[src/rtl/core/segment_lcd_frame_serializer_top_defines.svh]
// ============================================================================
// segment_lcd_frame_serializer_top_defines.svh
// Assertion macros shared by the display serializer RTL.
// ============================================================================
`ifndef SEGMENT_LCD_FRAME_SERIALIZER_TOP_DEFINES_SVH
`define SEGMENT_LCD_FRAME_SERIALIZER_TOP_DEFINES_SVH

// Check that cons holds in the same cycle whenever ante holds.
`define SLCD_ASSERT_SAME(lbl, ante, cons, msg) \
    lbl: assert property (@(posedge clk) disable iff (!rst_n) (ante) |-> (cons)) \
        else $error(msg);

// Check that cons holds in the cycle after ante holds.
`define SLCD_ASSERT_NEXT(lbl, ante, cons, msg) \
    lbl: assert property (@(posedge clk) disable iff (!rst_n) (ante) |=> (cons)) \
        else $error(msg);

`endif

[src/rtl/core/slcd_pkg.sv]
// ============================================================================
// slcd_pkg
// Shared types and fixed protocol constants of the segment display serializer.
// ============================================================================
package slcd_pkg;

    // Request codes
    localparam logic [1:0] ACT_TICK  = 2'd0;
    localparam logic [1:0] ACT_WRITE = 2'd1;
    localparam logic [1:0] ACT_START = 2'd2;
    localparam logic [1:0] ACT_ARM   = 2'd3;

    // Frame sequencing points of the bit counter
    localparam int unsigned CNT_W        = 10;
    localparam logic [CNT_W-1:0] CNT_DATA_LOW = 10'd3;
    localparam logic [CNT_W-1:0] CNT_LAST     = 10'd515;
    localparam logic [CNT_W-1:0] CNT_END      = 10'd516;

    // Result queue geometry
    localparam int unsigned RQ_DEPTH = 4;
    localparam int unsigned RQ_AW    = 2;
    localparam int unsigned RQ_LW    = 3;

    typedef struct packed {
        logic clock_out;
        logic strobe_out;
        logic data_out;
        logic frame_busy;
        logic last;
    } slcd_result_t;

endpackage

[src/rtl/core/segment_lcd_frame_serializer_top.sv]
// ============================================================================
// segment_lcd_frame_serializer_top
// Segment display pin sequencer driven from a stored one-bit frame.
// ============================================================================
// Usage:
//   The request channel (item_valid / item_stall) carries action, bit_pos
//   and bit_value. A tick advances the pin sequence; the other actions write
//   one frame bit, start a frame, or arm the start handshake.
//   The result channel (result_valid / result_stall) gives the pin levels,
//   frame_busy and last. A tick that makes a data pulse gives two results,
//   every other request gives one; last marks the final one of a request.
//   Throughput is one request per cycle while item_stall is low. Results
//   enter a four-entry queue in the cycle after acceptance. The frame
//   store is a single-port-write memory of FRAME_BITS bits; the bit for
//   the next counter value is read into a prefetch register, with the
//   write of the same cycle forwarded, so ticks never wait on the memory.
//   After reset a clearing pass zeroes the frame store, one bit a cycle,
//   over all FRAME_BITS addresses; item_stall is high during that pass.
//   When the receiver stalls, results collect in the queue and item_stall
//   rises once fewer than two free entries remain.
// ============================================================================
`include "segment_lcd_frame_serializer_top_defines.svh"

module segment_lcd_frame_serializer_top
    import slcd_pkg::*;
#(
    parameter int unsigned FRAME_BITS = 520
)
(
    input  logic       clk,
    input  logic       rst_n,
    input  logic       item_valid,
    output logic       item_stall,
    input  logic [1:0] action,
    input  logic [9:0] bit_pos,
    input  logic       bit_value,
    output logic       result_valid,
    input  logic       result_stall,
    output logic       clock_out,
    output logic       strobe_out,
    output logic       data_out,
    output logic       frame_busy,
    output logic       last
);

    localparam int unsigned AW = $clog2(FRAME_BITS);
    localparam logic [10:0] FRAME_LIMIT = 11'(FRAME_BITS);
    localparam logic [AW-1:0] CLR_LAST = AW'(FRAME_BITS - 1);

    // Control state
    logic              phase_reg,        phase_next;
    logic              active_reg,       active_next;
    logic              armed_reg,        armed_next;
    logic              second_reg,       second_next;
    logic [CNT_W-1:0]  cnt_reg,          cnt_next;
    logic              clock_reg,        clock_next;
    logic              strobe_reg,       strobe_next;
    logic              data_reg,         data_next;
    logic              clr_busy_reg;
    logic [AW-1:0]     clr_addr_reg;

    // Frame memory and prefetch
    logic              frame_mem [FRAME_BITS];
    logic              prefetch_reg;
    logic              mem_we;
    logic [AW-1:0]     mem_waddr;
    logic              mem_wdata;
    logic [AW-1:0]     mem_raddr;
    logic [CNT_W-1:0]  cnt_inc;

    logic              accept;
    logic              pulse;
    logic              write_hit;
    slcd_result_t      pulse_res;
    slcd_result_t      final_res;
    slcd_result_t      head;
    logic [RQ_LW-1:0]  fifo_level;
    logic              pop;

    assign accept    = item_valid & ~item_stall;
    assign item_stall = clr_busy_reg | (fifo_level > RQ_LW'(RQ_DEPTH - 2));
    assign write_hit = accept && (action == ACT_WRITE) && ({1'b0, bit_pos} < FRAME_LIMIT);
    assign cnt_inc   = cnt_reg + CNT_W'(1);

    // Work out the next pin and sequencing state for the request
    always_comb
    begin
        phase_next  = phase_reg;
        active_next = active_reg;
        armed_next  = armed_reg;
        second_next = second_reg;
        cnt_next    = cnt_reg;
        clock_next  = clock_reg;
        strobe_next = strobe_reg;
        data_next   = data_reg;
        pulse       = 1'b0;
        if (accept)
        begin
            case (action)
                ACT_WRITE:
                begin
                end
                ACT_START:
                begin
                    active_next = 1'b1;
                end
                ACT_ARM:
                begin
                    armed_next = 1'b1;
                end
                ACT_TICK:
                begin
                    phase_next = ~phase_reg;
                    if (!phase_reg)
                    begin
                        if (clock_reg)
                        begin
                            clock_next = 1'b0;
                            if (!second_reg)
                            begin
                                strobe_next = 1'b1;
                            end
                            else
                            begin
                                pulse     = 1'b1;
                                data_next = 1'b0;
                            end
                        end
                        else
                        begin
                            if (!armed_reg && !second_reg)
                            begin
                                strobe_next = 1'b1;
                            end
                            clock_next = 1'b1;
                            if (armed_reg)
                            begin
                                armed_next  = 1'b0;
                                second_next = 1'b1;
                                strobe_next = 1'b0;
                                data_next   = 1'b0;
                            end
                            else if (second_reg)
                            begin
                                second_next = 1'b0;
                                data_next   = 1'b1;
                                strobe_next = 1'b1;
                            end
                        end
                        if (active_reg)
                        begin
                            if (cnt_reg == CNT_DATA_LOW)
                            begin
                                data_next = 1'b0;
                            end
                            if (cnt_reg == CNT_LAST)
                            begin
                                data_next = 1'b1;
                            end
                        end
                    end
                    else if (active_reg)
                    begin
                        strobe_next = 1'b0;
                        if (cnt_reg > CNT_DATA_LOW)
                        begin
                            data_next = prefetch_reg;
                        end
                        if (cnt_inc == CNT_END)
                        begin
                            cnt_next    = '0;
                            active_next = 1'b0;
                            data_next   = 1'b1;
                        end
                        else
                        begin
                            cnt_next = cnt_inc;
                        end
                    end
                end
                default:
                begin
                end
            endcase
        end
    end

    // Hold control state
    always_ff @(posedge clk or negedge rst_n)
    begin
        if (!rst_n)
        begin
            phase_reg    <= 1'b0;
            active_reg   <= 1'b0;
            armed_reg    <= 1'b0;
            second_reg   <= 1'b0;
            cnt_reg      <= '0;
            clock_reg    <= 1'b1;
            strobe_reg   <= 1'b1;
            data_reg     <= 1'b1;
            clr_busy_reg <= 1'b1;
            clr_addr_reg <= '0;
        end
        else
        begin
            phase_reg  <= phase_next;
            active_reg <= active_next;
            armed_reg  <= armed_next;
            second_reg <= second_next;
            cnt_reg    <= cnt_next;
            clock_reg  <= clock_next;
            strobe_reg <= strobe_next;
            data_reg   <= data_next;
            if (clr_busy_reg)
            begin
                clr_addr_reg <= clr_addr_reg + AW'(1);
                if (clr_addr_reg == CLR_LAST)
                begin
                    clr_busy_reg <= 1'b0;
                end
            end
        end
    end

    // Select the memory write: clearing pass first, then frame bit writes
    always_comb
    begin
        if (clr_busy_reg)
        begin
            mem_we    = 1'b1;
            mem_waddr = clr_addr_reg;
            mem_wdata = 1'b0;
        end
        else
        begin
            mem_we    = write_hit;
            mem_waddr = bit_pos[AW-1:0];
            mem_wdata = bit_value;
        end
    end

    // Prefetch the bit for the next counter value
    assign mem_raddr = cnt_next[AW-1:0];

    always_ff @(posedge clk)
    begin
        if (mem_we)
        begin
            frame_mem[mem_waddr] <= mem_wdata;
        end
        if (mem_we && (mem_waddr == mem_raddr))
        begin
            prefetch_reg <= mem_wdata;
        end
        else
        begin
            prefetch_reg <= frame_mem[mem_raddr];
        end
    end

    // Build the results of the request
    always_comb
    begin
        pulse_res.clock_out  = 1'b0;
        pulse_res.strobe_out = strobe_reg;
        pulse_res.data_out   = 1'b1;
        pulse_res.frame_busy = active_reg;
        pulse_res.last       = 1'b0;
        final_res.clock_out  = clock_next;
        final_res.strobe_out = strobe_next;
        final_res.data_out   = data_next;
        final_res.frame_busy = active_next;
        final_res.last       = 1'b1;
    end

    assign pop = result_valid & ~result_stall;

    slcd_result_fifo u_result_fifo
    (
        .clk         (clk),
        .rst_n       (rst_n),
        .push_first  (accept),
        .push_second (pulse),
        .first_data  (pulse ? pulse_res : final_res),
        .second_data (final_res),
        .pop         (pop),
        .head        (head),
        .level       (fifo_level)
    );

    assign result_valid = (fifo_level != '0);
    assign clock_out    = head.clock_out;
    assign strobe_out   = head.strobe_out;
    assign data_out     = head.data_out;
    assign frame_busy   = head.frame_busy;
    assign last         = head.last;

    // Checks
    `SLCD_ASSERT_SAME(a_room_for_pulse, accept, fifo_level <= RQ_LW'(RQ_DEPTH - 2), "request accepted without room for two results")
    `SLCD_ASSERT_SAME(a_cnt_in_frame, active_reg, cnt_reg < CNT_END, "bit counter past frame end")
    `SLCD_ASSERT_SAME(a_cnt_idle_zero, !active_reg, cnt_reg == '0, "bit counter nonzero while idle")

endmodule

[src/rtl/core/slcd_result_fifo.sv]
// ============================================================================
// slcd_result_fifo
// Small result queue taking up to two results per cycle and giving one.
// ============================================================================
module slcd_result_fifo
    import slcd_pkg::*;
(
    input  logic               clk,
    input  logic               rst_n,
    input  logic               push_first,
    input  logic               push_second,
    input  slcd_result_t       first_data,
    input  slcd_result_t       second_data,
    input  logic               pop,
    output slcd_result_t       head,
    output logic [RQ_LW-1:0]   level
);

    slcd_result_t           entry_reg [RQ_DEPTH];
    logic [RQ_AW-1:0]       wr_ptr_reg;
    logic [RQ_AW-1:0]       wr_ptr_next;
    logic [RQ_AW-1:0]       rd_ptr_reg;
    logic [RQ_AW-1:0]       rd_ptr_next;
    logic [RQ_LW-1:0]       level_reg;
    logic [RQ_LW-1:0]       level_next;
    logic [RQ_AW-1:0]       second_ptr;

    assign second_ptr = wr_ptr_reg + RQ_AW'(1);

    // Advance pointers and fill level
    always_comb
    begin
        wr_ptr_next = wr_ptr_reg + RQ_AW'(push_first) + RQ_AW'(push_second);
        rd_ptr_next = rd_ptr_reg + RQ_AW'(pop);
        level_next  = level_reg + RQ_LW'(push_first) + RQ_LW'(push_second)
                      - RQ_LW'(pop);
    end

    always_ff @(posedge clk or negedge rst_n)
    begin
        if (!rst_n)
        begin
            wr_ptr_reg <= '0;
            rd_ptr_reg <= '0;
            level_reg  <= '0;
        end
        else
        begin
            wr_ptr_reg <= wr_ptr_next;
            rd_ptr_reg <= rd_ptr_next;
            level_reg  <= level_next;
        end
    end

    // Store incoming results
    always_ff @(posedge clk)
    begin
        if (push_first)
        begin
            entry_reg[wr_ptr_reg] <= first_data;
        end
        if (push_second)
        begin
            entry_reg[second_ptr] <= second_data;
        end
    end

    assign head  = entry_reg[rd_ptr_reg];
    assign level = level_reg;

endmodule
[config.mk]
export PLATFORM = sky130hd
export DESIGN_NAME = segment_lcd_frame_serializer_top
export DESIGN_NICKNAME = d
export VERILOG_FILES = /design/src/rtl/core/slcd_pkg.sv /design/src/rtl/core/segment_lcd_frame_serializer_top.sv /design/src/rtl/core/slcd_result_fifo.sv
export VERILOG_INCLUDE_DIRS = /design/src /design/src/rtl/core
export SDC_FILE = /design/constraint.sdc
export NUM_CORES = 1
export LEC_CHECK = 0
export ABC_AREA = 0
export BUFFER_PORTS_ARGS = -buffer_cell sky130_fd_sc_hd__buf_2
export CORE_ASPECT_RATIO = 0.6
export CORE_MARGIN = 2
export CORE_UTILIZATION = 55
export DETAILED_ROUTE_END_ITERATION = 8
export GPL_TIMING_DRIVEN = 0
export HOLD_SLACK_MARGIN = 0.02
export PLACE_DENSITY = 0.68
export SKIP_LAST_GASP = 1
export SYNTH_ARGS = -nofsm -noshare
export SYNTH_HDL_FRONTEND = slang
export SYNTH_SLANG_ARGS = --single-unit
export TNS_END_PERCENT = 30
[constraint.sdc]
create_clock -name clk -period 29.4 [get_ports clk]
set_input_delay 1.47 -clock clk [delete_from_list [all_inputs] [get_ports clk]]
set_output_delay 1.47 -clock clk [all_outputs]
set_load 0.02 [all_outputs]
Yosys cells after proc, flatten, opt, wreduce, memory -nomap -nowiden. Memories as Yosys holds them, arrays and structs flattened. A register that Yosys moved wholly into a read port is not among the register bits. Index checks and enable logic that the tools add are counted.

ROM bits: 0. Memories: 2. Register bits: 35. Input bits: 17. Bits in latches: 0. Word-level logic and storage cells: 111. Bits in writable memories: 540.

$mul: 0. Shifts and indexed selects: 0. Reduce and logical (&&, ||, !) cells: 11. Eq/ne operators: 9. $lt $le $gt $ge: 3. Bitwise gates (word level): 7. Mux-type cells: 57. Add/subtract/negate cells: 9. Divide/modulo/power cells: 0.

Memories: frame_mem (words 520, bits a word 1, read ports 1, clocked after Yosys merged registers in 1, write ports 1, line segment_lcd_frame_serializer_top.sv:63) `logic frame_mem [FRAME_BITS];`; u_result_fifo.entry_reg (words 4, bits a word 5, read ports 1, clocked after Yosys merged registers in 0, write ports 2, line slcd_result_fifo.sv:19) `slcd_result_t entry_reg [RQ_DEPTH];`.

Operators with widths (number): $mux W10 (6); $mux W1 (48); $eq A10 B10 Y1 const B (3); $add A10 B1 Y10 const B (2); $eq A10 B2 Y1 const B (1); $gt A10 B2 Y1 const B (1); $lt A10 B10 Y1 const B (1); $reduce_and A4 Y1 (2); $add A2 B1 Y2 (3); $add A3 B1 Y3 (2); $mux W5 (1); $eq A2 B2 Y1 const B (2); $ne A2 B2 Y1 const B (2); $not A1 Y1 (4); $pmux W1 S2 (2); $gt A3 B2 Y1 const B (1); $logic_and A1 B1 Y1 (3); $reduce_bool A3 Y1 (1); $sub A3 B1 Y3 (1); $add A2 B1 Y2 const B (1); $and A1 B1 Y1 (2); $eq A2 B1 Y1 const B (1); $logic_not A1 Y1 (2); $logic_not A2 Y1 (1); other kinds (3) (3).

Depth between registers and ports, before layout.
Word-level depth: 10. Gate-level depth with buffers: 13.

By module. From an unflattened synthesis, not the netlist that was laid out.

Cell total of the unflattened synthesis: 1914. Area total of the unflattened synthesis: 26202.6 sq um.

Modules (own cells, without submodules): segment_lcd_frame_serializer_top (cells an instance 1835, area an instance 24863.8 sq um, instances 1); slcd_result_fifo (cells an instance 79, area an instance 1338.8 sq um, instances 1).

Worst setup path before layout. No wires, ideal clock.

Path kind: in2reg. Start point: input port bit_value. End point: memory frame_mem[0] (data pin). Stages on the path: 1. Setup time: 2.728 ns. Data required time: 26.672 ns. Arrival time: 13.869 ns. Slack: 12.804 ns. Cell sequence: nor2b_1.

Word-level cells in the longest chain between the ends: 1.

Ends and longest elaborated chain: start: declaration (line segment_lcd_frame_serializer_top.sv:36) `input logic bit_value,`; $mux W1 (line segment_lcd_frame_serializer_top.sv:228) `if (clr_busy_reg)`; end: declaration (line segment_lcd_frame_serializer_top.sv:63).

No other way between the ends.

Worst setup path in the final report.
Start point: input port bit_pos[4]. End point: memory frame_mem[14], enable pin.

Word-level cells in the longest chain between the ends: 5. Elaborated cells on any way between the ends: 6.

Ends and longest elaborated chain: start: declaration (line segment_lcd_frame_serializer_top.sv:35) `input logic [9:0] bit_pos,`; $lt A10 B10 Y1 (line segment_lcd_frame_serializer_top.sv:82) `assign write_hit = accept && (action == ACT_WRITE) && ({1'b0, bit_pos} < FRAME_LIMIT);`; $logic_and A1 B1 Y1 (line segment_lcd_frame_serializer_top.sv:82); $mux W1 (line segment_lcd_frame_serializer_top.sv:228); $mux W1 (line segment_lcd_frame_serializer_top.sv:247) `if (mem_we)`; $mux W1 (implied by the code) (line segment_lcd_frame_serializer_top.sv:249) `frame_mem[mem_waddr] <= mem_wdata;`.

Several ways; a longest one is shown, not always the timed one.

==> flow_summary_export.csv <==
group,metric,value,unit
finish,area_growth,10.9,%
critical_path,reg2reg_to,"frame_mem[14]$_DFFE_PP_",
grt,grtUsageTotal,32.9,%
power,ir_drop,0.0462,mV
cts,worstSkewPairLatency,0.60,ns
logic_synthesis,syn_nets,1892,
timing,tightest_slew,1.29,ns
cts,ctsRootBufferMaster,"clkbuf_16",
placement,port_buffers,23,
routing,ant_nets,0,
cts,cts_tree,"yes",
grt,grt_max_degree,59,
critical_path,startpoint_type,"input pin",
logic_synthesis,synth-seq-area-share,66.4,%
placement,post-place-cells,2531,
timing,finalSetupTns,0,ns
timing,maxSlewViolCount,0,
cts,holdBufCountCts,0,
routing,via_per_inst,6.58,
logic_synthesis,ys_ff_latch,585,
critical_path,cp_max_fo,10,
worst_hold_path,hold_class,"reg2reg",
floorplan,design.core.area,0.0465,sq mm
critical_path,worstSetupPathType,"in2reg",
finish,drive_gt1_share,15.2,%
power,p_switching,585,uW
logic_synthesis,ys.warnings.count,0,
logic_synthesis,syn_area,0.0260,sq mm
grt,global_route.peak_usage_layer,"met1",
timing,rsz0062_at_grt,"false",
finish,final_cell_mix,"552 x nor2_1, 536 x edfxtp_1, 122 x mux4_2, 101 x clkbuf_1, 86 x nand2_1",
timing,fmax,207,MHz
logic_synthesis,synth_edf_count,536,
floorplan,io_pins,24,
logic_synthesis,syn_avg_cell_area,13.9,sq um
routing,first_pass_iters,5,
power,leakage,8.78,nW
floorplan,die_area,0.0491,sq mm
worst_hold_path,hold_depth,2,
timing,hold_viol,0,
grt,grt_use_met1,49.8,%
grt,overflow,0,
worst_hold_path,holdPathEnd,"u_result_fifo.entry_reg[3][0]$_SDFFE_PP1P_",
grt,antenna_found_initial,2,
grt,grt_pass1_vias,16200,
floorplan,fp.dieH,172,um
power,combinationalPowerShare,21.5,%
finish,diodes,0,
cts,htreeDepth,2,
grt,grt_pass1_wl,113,mm
routing,via_count,17300,
critical_path,r2r_cells,10,
cts,post_cts_resized,0,
power,pwr-share-clk,33.7,%
routing,drt_iter0_markers,3581,
cts,cts.sinks,585,
worst_hold_path,worstHoldStart,"u_result_fifo.entry_reg[3][0]$_SDFFE_PP1P_",
placement,hpwl,54.9,mm
grt,use_met2,43.3,%
finish,nNetsFinal,1980,
critical_path,reg2reg_from,"clr_busy_reg$_DFF_PN1_",
routing,drt_wl_total,79.2,mm
finish,largest_reg_flops,520,
timing,finalSetupViolations,0,
critical_path,crit_path_end_kind,"register",
finish,fill_cells,3463,
floorplan,start_util,55.9,%
power,seq_power_share,44.9,%
flow_run,cap_violations,0,
finish,final_common_cell,"nor2_1",
placement,place.gp.congestion,0.961,
floorplan,rows,61,
critical_path,r2r_slack,24.71,ns
power,switching_share,28.1,%
floorplan,fp.dieW,285,um
cts,cts_setup_buffers,0,
timing,slew_headroom,14.2,%
logic_synthesis,synthCells,1867,
timing,finalCritPeriodShare,16.5,%
logic_synthesis,async_flop_share,5.98,%
logic_synthesis,synth.distinct_cells,74,
power,p_int,1.50,mW
finish,stdcell_count,2623,
grt,grt_util_met3,14.8,%
routing,wl_per_cell,30.2,um
routing,drc,0,
cts,clkTransAtPathRegs,0.07,ns
cts,cts_buffer_depth,3,
status,outcome,"completed",
cts,cts_made_buffers,52,
logic_synthesis,synth_ff_type,"edfxtp_1",
critical_path,required,29.69,ns
timing,period_needed,4.84,ns
critical_path,arrival,5.13,ns
power,power.density,72.2,mW/mm^2
timing,skew,0.0178,ns
-- worst max path at each step --
| stage | start | end | slack, ns |
|---|---|---|---|
| floorplan | bit_value | frame_mem[0]$_DFFE_PP_ | 12.80 |
| global placement | bit_value | frame_mem[126]$_DFFE_PP_ | 3.40 |
| detailed placement | bit_pos[3] | frame_mem[287]$_DFFE_PP_ | 24.15 |
| CTS | bit_pos[3] | frame_mem[14]$_DFFE_PP_ | 24.76 |
| global route | bit_pos[4] | frame_mem[318]$_DFFE_PP_ | 24.63 |
| finish | bit_pos[4] | frame_mem[14]$_DFFE_PP_ | 24.56 |
-- worst max-delay path: stages --
cell	delay [ns]
buf_2	0.13
nor4_1	0.29
nand2_1	0.10
a21oi_1	0.33
nand3_1	0.23
nand2_1	0.49
clkbuf_1	0.55
nand4_1	0.68
clkbuf_1	0.57
nor2_1	0.28
-- power groups by stage --
stage | logic, mW | registers [mW] | clock network (mW)
after floorplan | 0.288 | 0.958 | 0
after global placement | 0.425 | 0.965 | 0
after detailed placement | 0.435 | 0.952 | 0
after CTS | 0.436 | 0.934 | 0.701
after global routing | 0.466 | 0.936 | 0.735
final | 0.447 | 0.934 | 0.701
-- cells in the mapped netlist, types with 4 or more instances --
library cell / count / area, sq um
xor2_1: 7 / 61.3
o21ai_1: 5 / 25.0
buf_4: 8 / 60.1
mux4_2: 122 / 2750
a21oi_1: 33 / 165
a31oi_1: 4 / 25.0
nand2_1: 86 / 323
a22oi_1: 40 / 300
inv_1: 24 / 90.1
nor2_1: 552 / 2070
and3_1: 4 / 25.0
mux2_2: 8 / 90.1
nand2b_1: 12 / 75.1
mux4_1: 13 / 342
and2_1: 7 / 43.8
dfstp_2: 4 / 105
buf_2: 19 / 95.1
nor2b_1: 12 / 75.1
o21ai_0: 17 / 85.1
clkbuf_1: 90 / 338
nand3_1: 45 / 225
dfxtp_1: 14 / 280
nand4_1: 14 / 87.6
buf_6: 9 / 101
xnor2_1: 14 / 123
edfxtp_1: 536 / 16100
ha_1: 5 / 62.6
nor3_1: 21 / 105
o22ai_1: 5 / 31.3
buf_1: 16 / 60.1
mux2i_1: 19 / 190
dfrtp_1: 31 / 776
nor4_1: 7 / 43.8
-- logic make-up (layout without fill, tap and decap cells) --
logic type | Yosys count | after routing | synth area share, %
multiplexers | 162 | 162 | 13.0
adder cells (fa/ha/maj) | 8 | 8 | 0.472
XOR/XNOR | 21 | 21 | 0.707
flip-flops | 585 | 585 | 66.4
buffers and inverters | 173 | 299 | 3.27
AND/OR/NAND/NOR | 779 | 779 | 12.5
AO/OA/AOI/OAI | 139 | 139 | 3.73
-- layout make-up --
class	count	area, sq um	area share, %
buffer	149	759	2.63
clock buffer	65	1380	4.79
clock inverter	27	305	1.06
inverter	24	90.1	0.312
multi-input combinational	1109	7910	27.4
sequential	585	17300	59.8
tap	630	788	2.73
timing repair buffer	34	350	1.21
-- per-stage QoR --
step	area (sq um)	worst slack [ns]	util [%]	power [mW]	hold WS, ns
2_1_floorplan	26000	12.80	-	1.25	0.420
3_3_place_gp	26900	3.40	57.9	1.39	0.434
3_5_place_dp	27200	24.15	58.4	1.39	0.460
4_1_cts	28800	24.76	62.0	2.07	0.471
5_1_grt	28800	24.63	62.0	2.14	0.502
6_report	28800	24.56	62.0	2.08	0.476
-- layer usage --
layer,vias up,wire length (um)
met2,1425,31100
li1,7059,-
met3,121,15100
met5,-,118
met4,6,1450
met1,8656,31400
Power figures use the tool's default switching activity.
